<file path="config.mk">
export PLATFORM = sky130hd
export DESIGN_NAME = quicksort_engine
export DESIGN_NICKNAME = d
export VERILOG_FILES = /design/src/design/qse_pkg.sv /design/src/design/qse_ram.sv /design/src/design/qse_ctrl.sv /design/src/design/qse_dpath.sv /design/src/design/quicksort_engine.sv
export SDC_FILE = /design/constraint.sdc
export NUM_CORES = 1
export LEC_CHECK = 0
export BUFFER_PORTS_ARGS = -buffer_cell sky130_fd_sc_hd__buf_2
export CAP_MARGIN = 15
export CORE_UTILIZATION = 40
export DETAILED_ROUTE_END_ITERATION = 8
export GPL_TIMING_DRIVEN = 0
export PLACE_DENSITY = 0.67
export SETUP_SLACK_MARGIN = 0.3
export SLEW_MARGIN = 25
export SYNTH_ARGS = -nofsm -noshare
export SYNTH_HDL_FRONTEND = slang
export SYNTH_SLANG_ARGS = --single-unit
</file>
<file path="constraint.sdc">
create_clock -name clk -period 10.35 [get_ports clk]
set_input_delay 1.035 -clock clk [delete_from_list [all_inputs] [get_ports clk]]
set_output_delay 1.035 -clock clk [all_outputs]
set_load 0.005 [all_outputs]
</file>
<file path="src/design/qse_pkg.sv">
// shared types and constants of the quicksort engine
package qse_pkg;

	localparam int QSE_WIDTH = 32;
	localparam int QSE_DEPTH = 16;

	localparam logic QSE_REG_DESCENDING = 1'b0;

	typedef struct packed {
		logic signed [QSE_WIDTH-1:0] value;
		logic                        last_in;
	} qse_elem_t;

	typedef struct packed {
		logic signed [QSE_WIDTH-1:0] sorted_value;
		logic                        last_out;
		logic                        overflow;
	} qse_result_t;

	typedef struct packed {
		logic load;
		logic init;
		logic pop_rd;
		logic pop_ld;
		logic piv_ld;
		logic part_rd;
		logic part_cmp;
		logic part_wr2;
		logic fin_rd;
		logic fin_cmp;
		logic fin_wr;
		logic push_hi;
		logic out_rd;
		logic out_ld;
		logic out_done;
	} qse_cmd_t;

	typedef struct packed {
		logic cnt_lt2;
		logic sp_zero;
		logic lo_ge_hi;
		logic j_eq_hi;
		logic left;
		logic out_last;
	} qse_sts_t;

endpackage

</file>
<file path="src/design/qse_ram.sv">
// generic single-write, single-read ram with registered read data
module qse_ram #(
	parameter int DW    = 32,
	parameter int DEPTH = 16
) (
	input  logic                     clk,
	input  logic                     we,
	input  logic [$clog2(DEPTH)-1:0] waddr,
	input  logic [DW-1:0]            wdata,
	input  logic [$clog2(DEPTH)-1:0] raddr,
	output logic [DW-1:0]            rdata
);

	logic [DW-1:0] mem [DEPTH];

	always_ff @(posedge clk) begin
		if (we) begin
			mem[waddr] <= wdata;
		end
		rdata <= mem[raddr];
	end

endmodule

</file>
<file path="src/design/qse_ctrl.sv">
// sequencer for load, partition, range stack and unload phases
module qse_ctrl import qse_pkg::*; (
	input  logic     clk,
	input  logic     arst_n,
	input  logic     elem_valid,
	input  logic     elem_last,
	output logic     elem_ready,
	input  logic     result_ready,
	input  qse_sts_t sts,
	output qse_cmd_t cmd
);

	localparam logic [3:0] S_LOAD  = 4'd0;
	localparam logic [3:0] S_INIT  = 4'd1;
	localparam logic [3:0] S_POP   = 4'd2;
	localparam logic [3:0] S_POPW  = 4'd3;
	localparam logic [3:0] S_PIVW  = 4'd4;
	localparam logic [3:0] S_RD    = 4'd5;
	localparam logic [3:0] S_CMP   = 4'd6;
	localparam logic [3:0] S_WR2   = 4'd7;
	localparam logic [3:0] S_FRD   = 4'd8;
	localparam logic [3:0] S_FCMP  = 4'd9;
	localparam logic [3:0] S_FWR   = 4'd10;
	localparam logic [3:0] S_PUSH2 = 4'd11;
	localparam logic [3:0] S_ORD   = 4'd12;
	localparam logic [3:0] S_OLD   = 4'd13;
	localparam logic [3:0] S_OWAIT = 4'd14;

	logic [3:0] state_q;
	logic [3:0] state_d;

	always_comb begin
		state_d    = state_q;
		cmd        = '0;
		elem_ready = 1'b0;
		case (state_q)
			S_LOAD: begin
				elem_ready = 1'b1;
				if (elem_valid) begin
					cmd.load = 1'b1;
					if (elem_last) begin
						state_d = S_INIT;
					end
				end
			end
			S_INIT: begin
				cmd.init = 1'b1;
				state_d  = sts.cnt_lt2 ? S_ORD : S_POP;
			end
			S_POP: begin
				if (sts.sp_zero) begin
					state_d = S_ORD;
				end else begin
					cmd.pop_rd = 1'b1;
					state_d    = S_POPW;
				end
			end
			S_POPW: begin
				cmd.pop_ld = 1'b1;
				state_d    = sts.lo_ge_hi ? S_POP : S_PIVW;
			end
			S_PIVW: begin
				cmd.piv_ld = 1'b1;
				state_d    = S_RD;
			end
			S_RD: begin
				if (sts.j_eq_hi) begin
					state_d = S_FRD;
				end else begin
					cmd.part_rd = 1'b1;
					state_d     = S_CMP;
				end
			end
			S_CMP: begin
				cmd.part_cmp = 1'b1;
				state_d      = sts.left ? S_WR2 : S_RD;
			end
			S_WR2: begin
				cmd.part_wr2 = 1'b1;
				state_d      = S_RD;
			end
			S_FRD: begin
				cmd.fin_rd = 1'b1;
				state_d    = S_FCMP;
			end
			S_FCMP: begin
				cmd.fin_cmp = 1'b1;
				state_d     = S_FWR;
			end
			S_FWR: begin
				cmd.fin_wr = 1'b1;
				state_d    = S_PUSH2;
			end
			S_PUSH2: begin
				cmd.push_hi = 1'b1;
				state_d     = S_POP;
			end
			S_ORD: begin
				cmd.out_rd = 1'b1;
				state_d    = S_OLD;
			end
			S_OLD: begin
				cmd.out_ld = 1'b1;
				state_d    = S_OWAIT;
			end
			S_OWAIT: begin
				if (result_ready) begin
					cmd.out_done = 1'b1;
					state_d      = sts.out_last ? S_LOAD : S_ORD;
				end
			end
			default: begin
				state_d = S_LOAD;
			end
		endcase
	end

	always_ff @(posedge clk or negedge arst_n) begin
		if (!arst_n) begin
			state_q <= S_LOAD;
		end else begin
			state_q <= state_d;
		end
	end

endmodule

</file>
<file path="src/design/qse_dpath.sv">
// element store, range stack, index counters, compare and result register
module qse_dpath import qse_pkg::*; #(
	parameter int DEPTH = QSE_DEPTH
) (
	input  logic        clk,
	input  logic        arst_n,
	input  qse_cmd_t    cmd,
	input  qse_elem_t   elem_data,
	input  logic        descending,
	output qse_sts_t    sts,
	output logic        result_valid,
	output qse_result_t result_data
);

	localparam int IW = $clog2(DEPTH);
	localparam int CW = $clog2(DEPTH + 1);

	logic [CW-1:0]        count_q;
	logic                 dropped_q;
	logic [CW-1:0]        sp_q;
	logic [IW-1:0]        lo_q;
	logic [IW-1:0]        hi_q;
	logic [IW-1:0]        j_q;
	logic [IW-1:0]        k_q;
	logic [IW-1:0]        oidx_q;
	logic [QSE_WIDTH-1:0] pivot_q;
	logic [QSE_WIDTH-1:0] tmp_q;
	logic                 out_valid_q;
	qse_result_t          out_q;

	logic                 st_we;
	logic [IW-1:0]        st_waddr;
	logic [QSE_WIDTH-1:0] st_wdata;
	logic [IW-1:0]        st_raddr_a;
	logic [IW-1:0]        st_raddr_b;
	logic [QSE_WIDTH-1:0] st_rdata_a;
	logic [QSE_WIDTH-1:0] st_rdata_b;

	logic                 rs_we;
	logic [IW-1:0]        rs_waddr;
	logic [2*IW-1:0]      rs_wdata;
	logic [IW-1:0]        rs_raddr;
	logic [2*IW-1:0]      rs_rdata;

	logic                 room;
	logic                 sp_room;
	logic                 left;
	logic                 push_lo_ok;
	logic                 push_hi_ok;
	logic [CW-1:0]        count_m1;
	logic [IW:0]          k_ext;
	logic [IW:0]          lo_ext;
	logic [IW:0]          hi_ext;

	assign room     = count_q < CW'(DEPTH);
	assign sp_room  = sp_q < CW'(DEPTH);
	assign count_m1 = count_q - CW'(1);
	assign k_ext    = {1'b0, k_q};
	assign lo_ext   = {1'b0, lo_q};
	assign hi_ext   = {1'b0, hi_q};

	assign left = descending ? ($signed(st_rdata_a) > $signed(pivot_q))
	                         : ($signed(st_rdata_a) <= $signed(pivot_q));

	assign push_lo_ok = (k_ext > lo_ext + (IW+1)'(1)) && sp_room;
	assign push_hi_ok = (k_ext + (IW+1)'(1) < hi_ext) && sp_room;

	// store write and read address selection
	always_comb begin
		st_we      = 1'b0;
		st_waddr   = k_q;
		st_wdata   = st_rdata_a;
		st_raddr_a = j_q;
		st_raddr_b = k_q;
		if (cmd.load) begin
			st_we    = room;
			st_waddr = count_q[IW-1:0];
			st_wdata = elem_data.value;
		end else if (cmd.part_cmp) begin
			st_we = left;
		end else if (cmd.part_wr2) begin
			st_we    = 1'b1;
			st_waddr = j_q;
			st_wdata = tmp_q;
		end else if (cmd.fin_cmp) begin
			st_we    = 1'b1;
			st_wdata = st_rdata_b;
		end else if (cmd.fin_wr) begin
			st_we    = 1'b1;
			st_waddr = hi_q;
			st_wdata = tmp_q;
		end
		if (cmd.pop_ld) begin
			st_raddr_a = rs_rdata[IW-1:0];
		end else if (cmd.fin_rd) begin
			st_raddr_a = k_q;
			st_raddr_b = hi_q;
		end else if (cmd.out_rd) begin
			st_raddr_a = oidx_q;
		end
	end

	// range stack push and pop
	always_comb begin
		rs_we    = 1'b0;
		rs_waddr = sp_q[IW-1:0];
		rs_wdata = {lo_q, k_q - IW'(1)};
		rs_raddr = sp_q[IW-1:0] - IW'(1);
		if (cmd.init) begin
			rs_we    = 1'b1;
			rs_waddr = '0;
			rs_wdata = {IW'(0), count_m1[IW-1:0]};
		end else if (cmd.fin_wr) begin
			rs_we = push_lo_ok;
		end else if (cmd.push_hi) begin
			rs_we    = push_hi_ok;
			rs_wdata = {k_q + IW'(1), hi_q};
		end
	end

	qse_ram #(.DW(QSE_WIDTH), .DEPTH(DEPTH)) u_store_a (
		.clk   (clk),
		.we    (st_we),
		.waddr (st_waddr),
		.wdata (st_wdata),
		.raddr (st_raddr_a),
		.rdata (st_rdata_a)
	);

	qse_ram #(.DW(QSE_WIDTH), .DEPTH(DEPTH)) u_store_b (
		.clk   (clk),
		.we    (st_we),
		.waddr (st_waddr),
		.wdata (st_wdata),
		.raddr (st_raddr_b),
		.rdata (st_rdata_b)
	);

	qse_ram #(.DW(2*IW), .DEPTH(DEPTH)) u_stack (
		.clk   (clk),
		.we    (rs_we),
		.waddr (rs_waddr),
		.wdata (rs_wdata),
		.raddr (rs_raddr),
		.rdata (rs_rdata)
	);

	always_ff @(posedge clk or negedge arst_n) begin
		if (!arst_n) begin
			count_q     <= '0;
			dropped_q   <= 1'b0;
			sp_q        <= '0;
			lo_q        <= '0;
			hi_q        <= '0;
			j_q         <= '0;
			k_q         <= '0;
			oidx_q      <= '0;
			out_valid_q <= 1'b0;
		end else begin
			if (cmd.load) begin
				if (room) begin
					count_q <= count_q + CW'(1);
				end else begin
					dropped_q <= 1'b1;
				end
			end
			if (cmd.init) begin
				sp_q   <= CW'(1);
				oidx_q <= '0;
			end
			if (cmd.pop_rd) begin
				sp_q <= sp_q - CW'(1);
			end
			if (cmd.pop_ld) begin
				lo_q <= rs_rdata[2*IW-1:IW];
				hi_q <= rs_rdata[IW-1:0];
				j_q  <= rs_rdata[2*IW-1:IW];
				k_q  <= rs_rdata[2*IW-1:IW];
			end
			if (cmd.part_cmp && !left) begin
				j_q <= j_q + IW'(1);
			end
			if (cmd.part_wr2) begin
				j_q <= j_q + IW'(1);
				k_q <= k_q + IW'(1);
			end
			if ((cmd.fin_wr && push_lo_ok) || (cmd.push_hi && push_hi_ok)) begin
				sp_q <= sp_q + CW'(1);
			end
			if (cmd.out_ld) begin
				out_valid_q <= 1'b1;
			end
			if (cmd.out_done) begin
				out_valid_q <= 1'b0;
				oidx_q      <= oidx_q + IW'(1);
				if (out_q.last_out) begin
					count_q   <= '0;
					dropped_q <= 1'b0;
				end
			end
		end
	end

	always_ff @(posedge clk) begin
		if (cmd.piv_ld) begin
			pivot_q <= st_rdata_a;
		end
		if (cmd.part_cmp) begin
			tmp_q <= st_rdata_b;
		end
		if (cmd.fin_cmp) begin
			tmp_q <= st_rdata_a;
		end
		if (cmd.out_ld) begin
			out_q.sorted_value <= st_rdata_a;
			out_q.last_out     <= (CW'(oidx_q) == count_m1);
			out_q.overflow     <= dropped_q;
		end
	end

	assign sts.cnt_lt2  = count_q < CW'(2);
	assign sts.sp_zero  = (sp_q == '0);
	assign sts.lo_ge_hi = rs_rdata[2*IW-1:IW] >= rs_rdata[IW-1:0];
	assign sts.j_eq_hi  = (j_q == hi_q);
	assign sts.left     = left;
	assign sts.out_last = out_q.last_out;

	assign result_valid = out_valid_q;
	assign result_data  = out_q;

	a_count_bound: assert property (@(posedge clk) disable iff (!arst_n)
		count_q <= CW'(DEPTH))
		else $error("element count beyond store depth");

	a_sp_bound: assert property (@(posedge clk) disable iff (!arst_n)
		sp_q <= CW'(DEPTH))
		else $error("range stack pointer beyond depth");

	a_pop_nonempty: assert property (@(posedge clk) disable iff (!arst_n)
		cmd.pop_rd |-> sp_q != '0)
		else $error("pop from empty range stack");

	a_k_le_j: assert property (@(posedge clk) disable iff (!arst_n)
		cmd.part_rd |-> k_q <= j_q)
		else $error("partition boundary passed scan index");

	a_no_load_while_result: assert property (@(posedge clk) disable iff (!arst_n)
		out_valid_q |-> !cmd.load)
		else $error("load while a result is pending");

endmodule

</file>
<file path="src/design/quicksort_engine.sv">
// top level of the quicksort engine: request channels and register port
//
//  channel   direction  handshake                   payload
//  elem      in         elem_valid / elem_ready     qse_elem_t (value, last_in)
//  result    out        result_valid / result_ready qse_result_t (sorted_value, last_out, overflow)
//  config    in         psel / penable / pready     descending at byte address 0
//
//  one request is loaded per cycle while the engine is in its load phase
//  sorting reads and compares each element in separate states, with an extra write state
//  per swap, set by the registered store read and its single write port; each partitioned
//  range adds pop, pivot load, final swap and push states, plus the first and final stack checks
//  each result passes through read, load and wait states and holds in the wait state until result_ready
//  no new requests are taken while a set is being sorted or unloaded
//  reset clears counts, flags, stack pointer and the descending bit
module quicksort_engine import qse_pkg::*; #(
	parameter int DEPTH = QSE_DEPTH
) (
	input  logic        clk,
	input  logic        arst_n,
	input  logic        elem_valid,
	output logic        elem_ready,
	input  qse_elem_t   elem_data,
	output logic        result_valid,
	input  logic        result_ready,
	output qse_result_t result_data,
	input  logic        psel,
	input  logic        penable,
	input  logic        pwrite,
	input  logic [2:0]  paddr,
	input  logic [31:0] pwdata,
	output logic [31:0] prdata,
	output logic        pready
);

	logic     descending_q;
	qse_cmd_t cmd;
	qse_sts_t sts;

	assign pready = 1'b1;

	always_ff @(posedge clk or negedge arst_n) begin
		if (!arst_n) begin
			descending_q <= 1'b0;
		end else if (psel && penable && pwrite && paddr[2] == QSE_REG_DESCENDING) begin
			descending_q <= pwdata[0];
		end
	end

	assign prdata = (paddr[2] == QSE_REG_DESCENDING) ? {31'b0, descending_q} : 32'b0;

	qse_ctrl u_ctrl (
		.clk          (clk),
		.arst_n       (arst_n),
		.elem_valid   (elem_valid),
		.elem_last    (elem_data.last_in),
		.elem_ready   (elem_ready),
		.result_ready (result_ready),
		.sts          (sts),
		.cmd          (cmd)
	);

	qse_dpath #(.DEPTH(DEPTH)) u_dpath (
		.clk          (clk),
		.arst_n       (arst_n),
		.cmd          (cmd),
		.elem_data    (elem_data),
		.descending   (descending_q),
		.sts          (sts),
		.result_valid (result_valid),
		.result_data  (result_data)
	);

endmodule

</file>
Yosys cells after proc, flatten, opt, wreduce, memory -nomap -nowiden
Memory sizes are Yosys's and may differ from the RTL's. A register that Yosys moved wholly into a read port is not among the register bits.
Cells that the tools add are included.
{"block": "classes", "n_addsub": 11, "n_mul": 0, "div_mod_pow": 0, "magnitude_cmp": 8, "eq_ne": 19, "n_shift": 0, "muxes": 82, "bitwise_logic": 1, "n_reduce_logical": 20}
{"op": "32-bit two-way mux", "count": 7}
{"op": "4-bit two-way mux", "count": 24}
{"op": "4-bit one-hot mux with 14 select lines", "count": 1}
{"op": "1-bit two-way mux", "count": 38}
{"op": "5-bit two-way mux", "count": 7}
{"op": "32-bit greater-than comparator", "count": 1}
{"op": "32-bit less-or-equal comparator", "count": 1}
{"op": "4-bit == test, second input constant", "count": 7}
{"op": "8-bit two-way mux", "count": 3}
{"op": "4-bit by 3-bit == test with 1-bit output, second input constant", "count": 4}
{"op": "4-bit by 1-bit adder with 4-bit output, second input constant", "count": 3}
{"op": "4-bit by 1-bit adder with 5-bit output, second input constant", "count": 2}
{"op": "5-bit by 1-bit adder with 5-bit output, second input constant", "count": 2}
{"op": "5-bit < comparator, second input constant", "count": 2}
{"op": "5-bit by 1-bit subtractor with 5-bit output, second input constant", "count": 2}
{"op": "4-bit by 2-bit == test with 1-bit output, second input constant", "count": 2}
{"op": "1-bit logical AND", "count": 8}
{"op": "2-bit nonzero test", "count": 4}
{"op": "4-bit by 1-bit subtractor with 4-bit output, second input constant", "count": 2}
{"op": "2-bit inequality test, second input constant", "count": 3}
{"op": "3-bit nonzero test", "count": 2}
{"op": "4-bit by 5-bit == test with 1-bit output", "count": 1}
{"op": "4-bit by 5-bit greater-than comparator with 1-bit output", "count": 1}
{"op": "5-bit zero test", "count": 1}
{"op": "other kinds (13)", "count": 13}
{"block": "word_totals", "regBits": 135, "latchBits": 0, "mem_bits_rw": 1152, "mem_bits_ro": 0, "inputBits": 75, "n_memories": 3}
{"memory": "u_dpath.u_store_a.mem", "depth": 16, "width": 32, "read_ports": 1, "rd_ports_with_merged_regs": 1, "write_ports": 1, "line_no": "qse_ram.sv:14", "source": "logic [DW-1:0] mem [DEPTH];"}
{"memory": "u_dpath.u_store_b.mem", "depth": 16, "width": 32, "read_ports": 1, "rd_ports_with_merged_regs": 1, "write_ports": 1, "line_no": "qse_ram.sv:14"}
{"memory": "u_dpath.u_stack.mem", "depth": 16, "width": 8, "read_ports": 1, "rd_ports_with_merged_regs": 1, "write_ports": 1, "line_no": "qse_ram.sv:14"}

Logic depth before layout (Yosys ltp)
{"block": "logic_depth", "ltp_word": 9, "ltp_mapped": 12, "mapped_depth_nobuf": 10}

Cells and area by module
A second synthesis with hierarchy kept.
{"block": "hier_totals", "cells_unflattened": 2784, "area_unflattened_um2": 53261.1}
{"module": "qse_ram (u_dpath.u_store_a ...)", "n_inst": 2, "cells_each": 838, "area_per_inst_um2": 19854.0, "seq_area_each_um2": 16015.4}
{"module": "qse_dpath", "n_inst": 1, "cells_each": 779, "area_per_inst_um2": 7672.4, "seq_area_each_um2": 3743.6}
{"module": "qse_ram (u_dpath.u_stack)", "n_inst": 1, "cells_each": 229, "area_per_inst_um2": 5147.4, "seq_area_each_um2": 4003.8}
{"module": "qse_ctrl", "n_inst": 1, "cells_each": 62, "area_per_inst_um2": 431.7, "seq_area_each_um2": 100.1}
{"module": "quicksort_engine", "n_inst": 1, "cells_each": 38, "area_per_inst_um2": 301.5, "seq_area_each_um2": 25.0}

Worst setup path after synthesis
OpenSTA, ideal clock, no wires.
{"block": "synth_path", "path_type": "flip-flop to flip-flop", "start": "register u_dpath.u_store_a.rdata[1] (read register of u_dpath.u_store_a.mem)", "end": "memory u_dpath.u_store_a.mem[11][0] (enable)", "setup_ps": 594, "arrival_time_ps": 7135, "path_slack_ps": 2621, "stages_incl_launch_ff": 10, "n_path_buf": 0, "path_cell_list": "dfxtp_1 -> ha_1 -> nor2b_1 -> o211ai_1 -> a21boi_1 -> or4_1 -> o221ai_2 -> or3_1 -> nand3_1 -> a2111oi_0"}
{"block": "synth_via", "elab_chain_cells": 6, "word_cells_on_any_way": 7, "cone_classes": "order compare (2); mux (5)"}
{"item": "start: declaration", "line_no": "qse_ram.sv:11", "source": "output logic [DW-1:0] rdata"}
{"item": "32-bit less-or-equal comparator or 32-bit greater-than comparator (tied branches)", "line_no": "qse_dpath.sv:63, qse_dpath.sv:62"}
{"item": "1-bit two-way mux *", "line_no": "qse_dpath.sv:62", "source": "assign left = descending ? ($signed(st_rdata_a) > $signed(pivot_q))"}
{"item": "1-bit two-way mux *", "line_no": "qse_dpath.sv:79", "source": "end else if (cmd.part_cmp) begin"}
{"item": "1-bit two-way mux *", "line_no": "qse_dpath.sv:75", "source": "if (cmd.load) begin"}
{"item": "1-bit two-way mux *", "line_no": "qse_ram.sv:17", "source": "if (we) begin"}
{"item": "1-bit two-way mux (implied by the code) *", "line_no": "qse_ram.sv:18", "source": "mem[waddr] <= wdata;"}
{"item": "end: declaration", "line_no": "qse_ram.sv:14"}
Mark *: on every way between the ends. The rest lies on a longest branch, timed or not.

Worst setup path after layout
{"block": "layout_path", "start": "register u_dpath.u_store_a.rdata[10] (read register of u_dpath.u_store_a.mem)", "end": "memory u_dpath.u_store_b.mem[15][10] (enable)"}
{"block": "layout_via", "elab_chain_cells": 6, "word_cells_on_any_way": 7, "cone_classes": "order compare (2); mux (5)"}
{"item": "32-bit less-or-equal comparator or 32-bit greater-than comparator (tied branches)", "line_no": "qse_dpath.sv:63, qse_dpath.sv:62"}
{"item": "1-bit two-way mux *", "line_no": "qse_dpath.sv:62"}
{"item": "1-bit two-way mux *", "line_no": "qse_dpath.sv:79"}
{"item": "1-bit two-way mux *", "line_no": "qse_dpath.sv:75"}
{"item": "1-bit two-way mux *", "line_no": "qse_ram.sv:17"}
{"item": "1-bit two-way mux (implied by the code) *", "line_no": "qse_ram.sv:18"}
{"item": "end: declaration", "line_no": "qse_ram.sv:14"}
Marked as above.

==> flow_summary.rst <==
.. list-table::
   :header-rows: 1

   * - Metric
     - Value
   * - Crit path capture type
     - flip-flop
   * - Max-slew headroom at the worst pin
     - 0.2088
   * - Total number of H-tree levels
     - 3
   * - Synth Instances
     - 2869
   * - CP most frequent cell
     - sky130_fd_sc_hd__buf_4
   * - Tightest Pin Transition
     - 1187 ps
   * - Count of synthesis-stage warnings from yosys
     - 0
   * - Final hold violation count
     - 0
   * - Post-route total power
     - 17.12 mW
   * - Mean instance size in the synthesized netlist
     - 13.48 um^2
   * - Pre-CTS setup slack
     - 5124 ps
   * - DP Cell Count
     - 4299
   * - Detail Placement HPWL
     - 84770 um
   * - Detailed-route DRC error count
     - 0
   * - Worst IR Drop VDD
     - 296.2 uV
   * - Total power per unit cell area
     - 380.3 mW/mm^2
   * - Core occupancy in the finished layout
     - 0.4717
   * - Number of clock sinks seen by CTS
     - 847
   * - Busiest layer in global routing
     - met2
   * - Path type of the worst min-delay path
     - reg -> reg
   * - Run status
     - complete, no violations
   * - Final max-slew violation count
     - 0
   * - Max Root-Sink Buffers
     - 3
   * - Mean number of vias per cell
     - 6.142
   * - Synthesized cell area
     - 0.03868 mm^2
   * - Total of buffers placed on input and output ports
     - 78
   * - Data required, critical path
     - 10720 ps
   * - Final min period
     - 5236 ps
   * - Cell with the most instances after synthesis
     - sky130_fd_sc_hd__edfxtp_1
   * - Via count of the first global-routing pass
     - 26.25k
   * - CP max stage cell
     - sky130_fd_sc_hd__nor4_1
   * - Global-route wire length before repair
     - 175100 um
   * - Root Buffer Master
     - sky130_fd_sc_hd__clkbuf_16
   * - Iteration-0 DRC Markers
     - 3901
   * - Data arrival time of the critical path
     - 5610 ps
   * - Number of enable-type register cells in the synthesized netlist
     - 738
   * - Clock tree from TritonCTS
     - built
   * - Classification of the worst setup path
     - reg -> reg
   * - Floorplan die area
     - 0.09796 mm^2
   * - Final cell area excluding filler cells
     - 0.04502 mm^2
   * - Worst hold slack after final layout
     - 450.7 ps
   * - Number of register bits inferred by synthesis
     - 847
   * - Seq/Total Area, Yosys
     - 0.6341
   * - Met3 GRT Util
     - 0.08562
   * - Sum of buffers and inverters on the critical path
     - 3
   * - Summed negative setup slack over all endpoints
     - 0 ps
   * - Leak
     - 15.37 nW
   * - GR Util met2
     - 0.3736
   * - Leading post-synthesis cells by cell area
     - sky130_fd_sc_hd__edfxtp_1, sky130_fd_sc_hd__mux4_2, sky130_fd_sc_hd__nand2_1
   * - Floorplan die height
     - 313.0 um
   * - Routed wirelength normalized by instance count
     - 27.46 um
   * - Top cell type's share of synthesized area
     - 0.5729
   * - Total cell area at the placement stage
     - 0.04191 mm^2
   * - Largest driver fanout on the critical path
     - 8
   * - Kind of start point of the critical path
     - flip-flop
   * - Maximum number of pins on one net before global-route repair
     - 38
   * - Global routing met1 resource utilization
     - 0.3200
   * - Share of post-route cells with drive strength above 1
     - 0.1838
   * - Area Overhead vs Synth
     - 16.37%
   * - Library cells used by synthesis
     - 69
   * - Overflow left after global routing
     - 0
   * - Setup fix buffers added after clock tree synthesis
     - 0
   * - Stage delay of the slowest cell on the critical path
     - 690 ps
   * - Net count of the finished layout
     - 3252
   * - Final-report setup violation count
     - 0
   * - Clock Pin Slew Worst Setup and Hold Paths
     - 60 ps
   * - I/O pin cnt
     - 144
   * - RSZ-0062 raised after global routing
     - no
   * - Initial Util
     - 0.4053
   * - DR vias
     - 27.43k
   * - Cell taking the most area after synthesis
     - sky130_fd_sc_hd__edfxtp_1
   * - Final wirelength
     - 122600 um
   * - Post-cts resize count
     - 0
   * - Critical path's top delay family
     - simple AND/OR/NAND/NOR gates
   * - Synth cell count leaders
     - sky130_fd_sc_hd__edfxtp_1, sky130_fd_sc_hd__nand2_1, sky130_fd_sc_hd__mux4_2
   * - Global placer's final weighted congestion
     - 0.9570
   * - DRT antenna net count
     - 0
   * - Crit path cell chain
     - ha_1, nand4_1, nor4_1, a21boi_1, or4_1, o221ai_2, o21ai_0, a31oi_2, nor3_2, buf_4, buf_4, buf_4
   * - Post-Route Skew
     - 71.11 ps
   * - Initial antenna violation count
     - 6
   * - Highest Clock Rate
     - 191.0 MHz
   * - Floorplan die width
     - 313.0 um
   * - Number of max-cap violations
     - 0
   * - Core ar.
     - 0.09544 mm^2
   * - Min setup slack post-route
     - 5114 ps
   * - Fraction of synthesis flops using an asynchronous set or reset pin
     - 0.04368
   * - Site Rows
     - 113
   * - Final critical-path share of the clock period
     - 0.5059
   * - Worst-Skew Late Latency
     - 690 ps
   * - Number of iterations in the first detailed-routing pass
     - 8
   * - TritonCTS Buffers
     - 88
   * - Overall routing resource usage
     - 0.2459
   * - Final standard cell count with taps included and fillers excluded
     - 4466
   * - Hold bufs inserted after CTS
     - 0
   * - Dominant synthesized flop cell
     - sky130_fd_sc_hd__edfxtp_1
[worst paths after layout]
| kind | startpoint | end | slack, ps | cells past startpoint |
|---|---|---|---|---|
| max in group asynchronous | arst_n | u_dpath.lo_q[3] | 9270 | 1 |
| max reg2reg | u_dpath.u_store_a.rdata[10] | u_dpath.u_store_b.mem[15][10] | 5110 | 12 |
| min reg2reg | u_dpath.dropped_q | u_dpath.result_data[0] | 450 | 0 |
| min | u_dpath.dropped_q | u_dpath.result_data[0] | 450 | 0 |
| min in group asynchronous | arst_n | u_dpath.oidx_q[0] | 490 | 1 |
| max | u_dpath.u_store_a.rdata[10] | u_dpath.u_store_b.mem[15][10] | 5110 | 12 |
[worst reg2reg max path, delay by kind of cell (launching register included)]
| family | cells | cell delay [ps] |
|---|---|---|
| and+or+nand+nor | 4 | 1730 |
| AOI/OAI and AO/OA | 4 | 1610 |
| buffers and inverters | 3 | 730 |
| DFF | 1 | 620 |
| adders and majority gates | 1 | 240 |
[placed cells by master, fill, tap and decap left out, types with 11 or more instances in the layout]
cell and instances:
sky130_fd_sc_hd__a21oi_1 98, sky130_fd_sc_hd__buf_2 116, sky130_fd_sc_hd__a211oi_1 164, sky130_fd_sc_hd__clkbuf_1 159, sky130_fd_sc_hd__edfxtp_1 738, sky130_fd_sc_hd__nor3_1 38
sky130_fd_sc_hd__ha_1 52, sky130_fd_sc_hd__a31oi_1 68, sky130_fd_sc_hd__conb_1 32, sky130_fd_sc_hd__nor2_1 66, sky130_fd_sc_hd__buf_16 17, sky130_fd_sc_hd__o21ai_1 14
sky130_fd_sc_hd__clkinv_1 11, sky130_fd_sc_hd__xor2_1 11, sky130_fd_sc_hd__dfrtp_1 37, sky130_fd_sc_hd__nand2_1 494, sky130_fd_sc_hd__mux4_2 168, sky130_fd_sc_hd__buf_4 57
sky130_fd_sc_hd__o221ai_1 16, sky130_fd_sc_hd__o21ai_0 38, sky130_fd_sc_hd__buf_1 18, sky130_fd_sc_hd__nor2_4 15, sky130_fd_sc_hd__dfxtp_1 72, sky130_fd_sc_hd__and2_1 162
sky130_fd_sc_hd__clkbuf_16 90, sky130_fd_sc_hd__nand3_1 27, sky130_fd_sc_hd__inv_1 53, sky130_fd_sc_hd__clkinv_2 14, sky130_fd_sc_hd__a311oi_1 97, sky130_fd_sc_hd__bufinv_16 11
sky130_fd_sc_hd__o22ai_1 34
[flip-flops by register name, indices dropped and copies added, names as in the netlist, 4 cells and up]
register / count
u_ctrl.state_q: 4
u_dpath.count_q: 5
u_dpath.hi_q: 4
u_dpath.j_q: 4
u_dpath.k_q: 4
u_dpath.lo_q: 4
u_dpath.oidx_q: 4
u_dpath.pivot_q: 32
u_dpath.result_data: 34
u_dpath.sp_q: 5
u_dpath.tmp_q: 32
u_dpath.u_stack.mem: 128
u_dpath.u_stack.rdata: 8
u_dpath.u_store_a.mem: 224
u_dpath.u_store_a.rdata: 32
u_dpath.u_store_b.mem: 288
u_dpath.u_store_b.rdata: 32
[layer usage]
metal	up-vias	wire length, um
met1	13480	44910
li1	11570	-
met4	10	5600
met3	367	17630
met2	2011	54420
met5	-	70
[layout make-up]
cell class | instances | area, um^2
Sequential cell | 847 | 24530
Clock buffer | 112 | 2405
Tap cell | 1265 | 1583
Inverter | 53 | 198.9
Clock inverter | 53 | 654.4
Fill cell | 8201 | 50420
Timing Repair Buffer | 136 | 1257
Multi-Input combinational cell | 1764 | 13310
Antenna cell | 1 | 2.502
Buffer | 235 | 1081
[logic make-up (layout without fill, tap and decap cells)]
kind of cell | after synthesis | after routing | share of synthesized area
AND/OR/NAND/NOR | 877 | 877 | 0.1026
flip-flops | 847 | 847 | 0.6341
adder cells (fa/ha/maj) | 52 | 52 | 0.01682
multiplexers | 180 | 180 | 0.1010
AO/OA/AOI/OAI | 600 | 600 | 0.1072
other | 2 | 33 | 0.0001941
XOR/XNOR | 23 | 23 | 0.005207
buffers and inverters | 288 | 589 | 0.03293
[where the power goes]
part           total, mW  internal, mW  switching (mW)  leakage [nW]
combinational       8.19          2.57            5.63          6.16
sequential          5.59          5.14           0.451          7.73
clock               3.34          1.94            1.40          1.48
total               17.1          9.65            7.47          15.4
(Power assumes the default switching activity.)
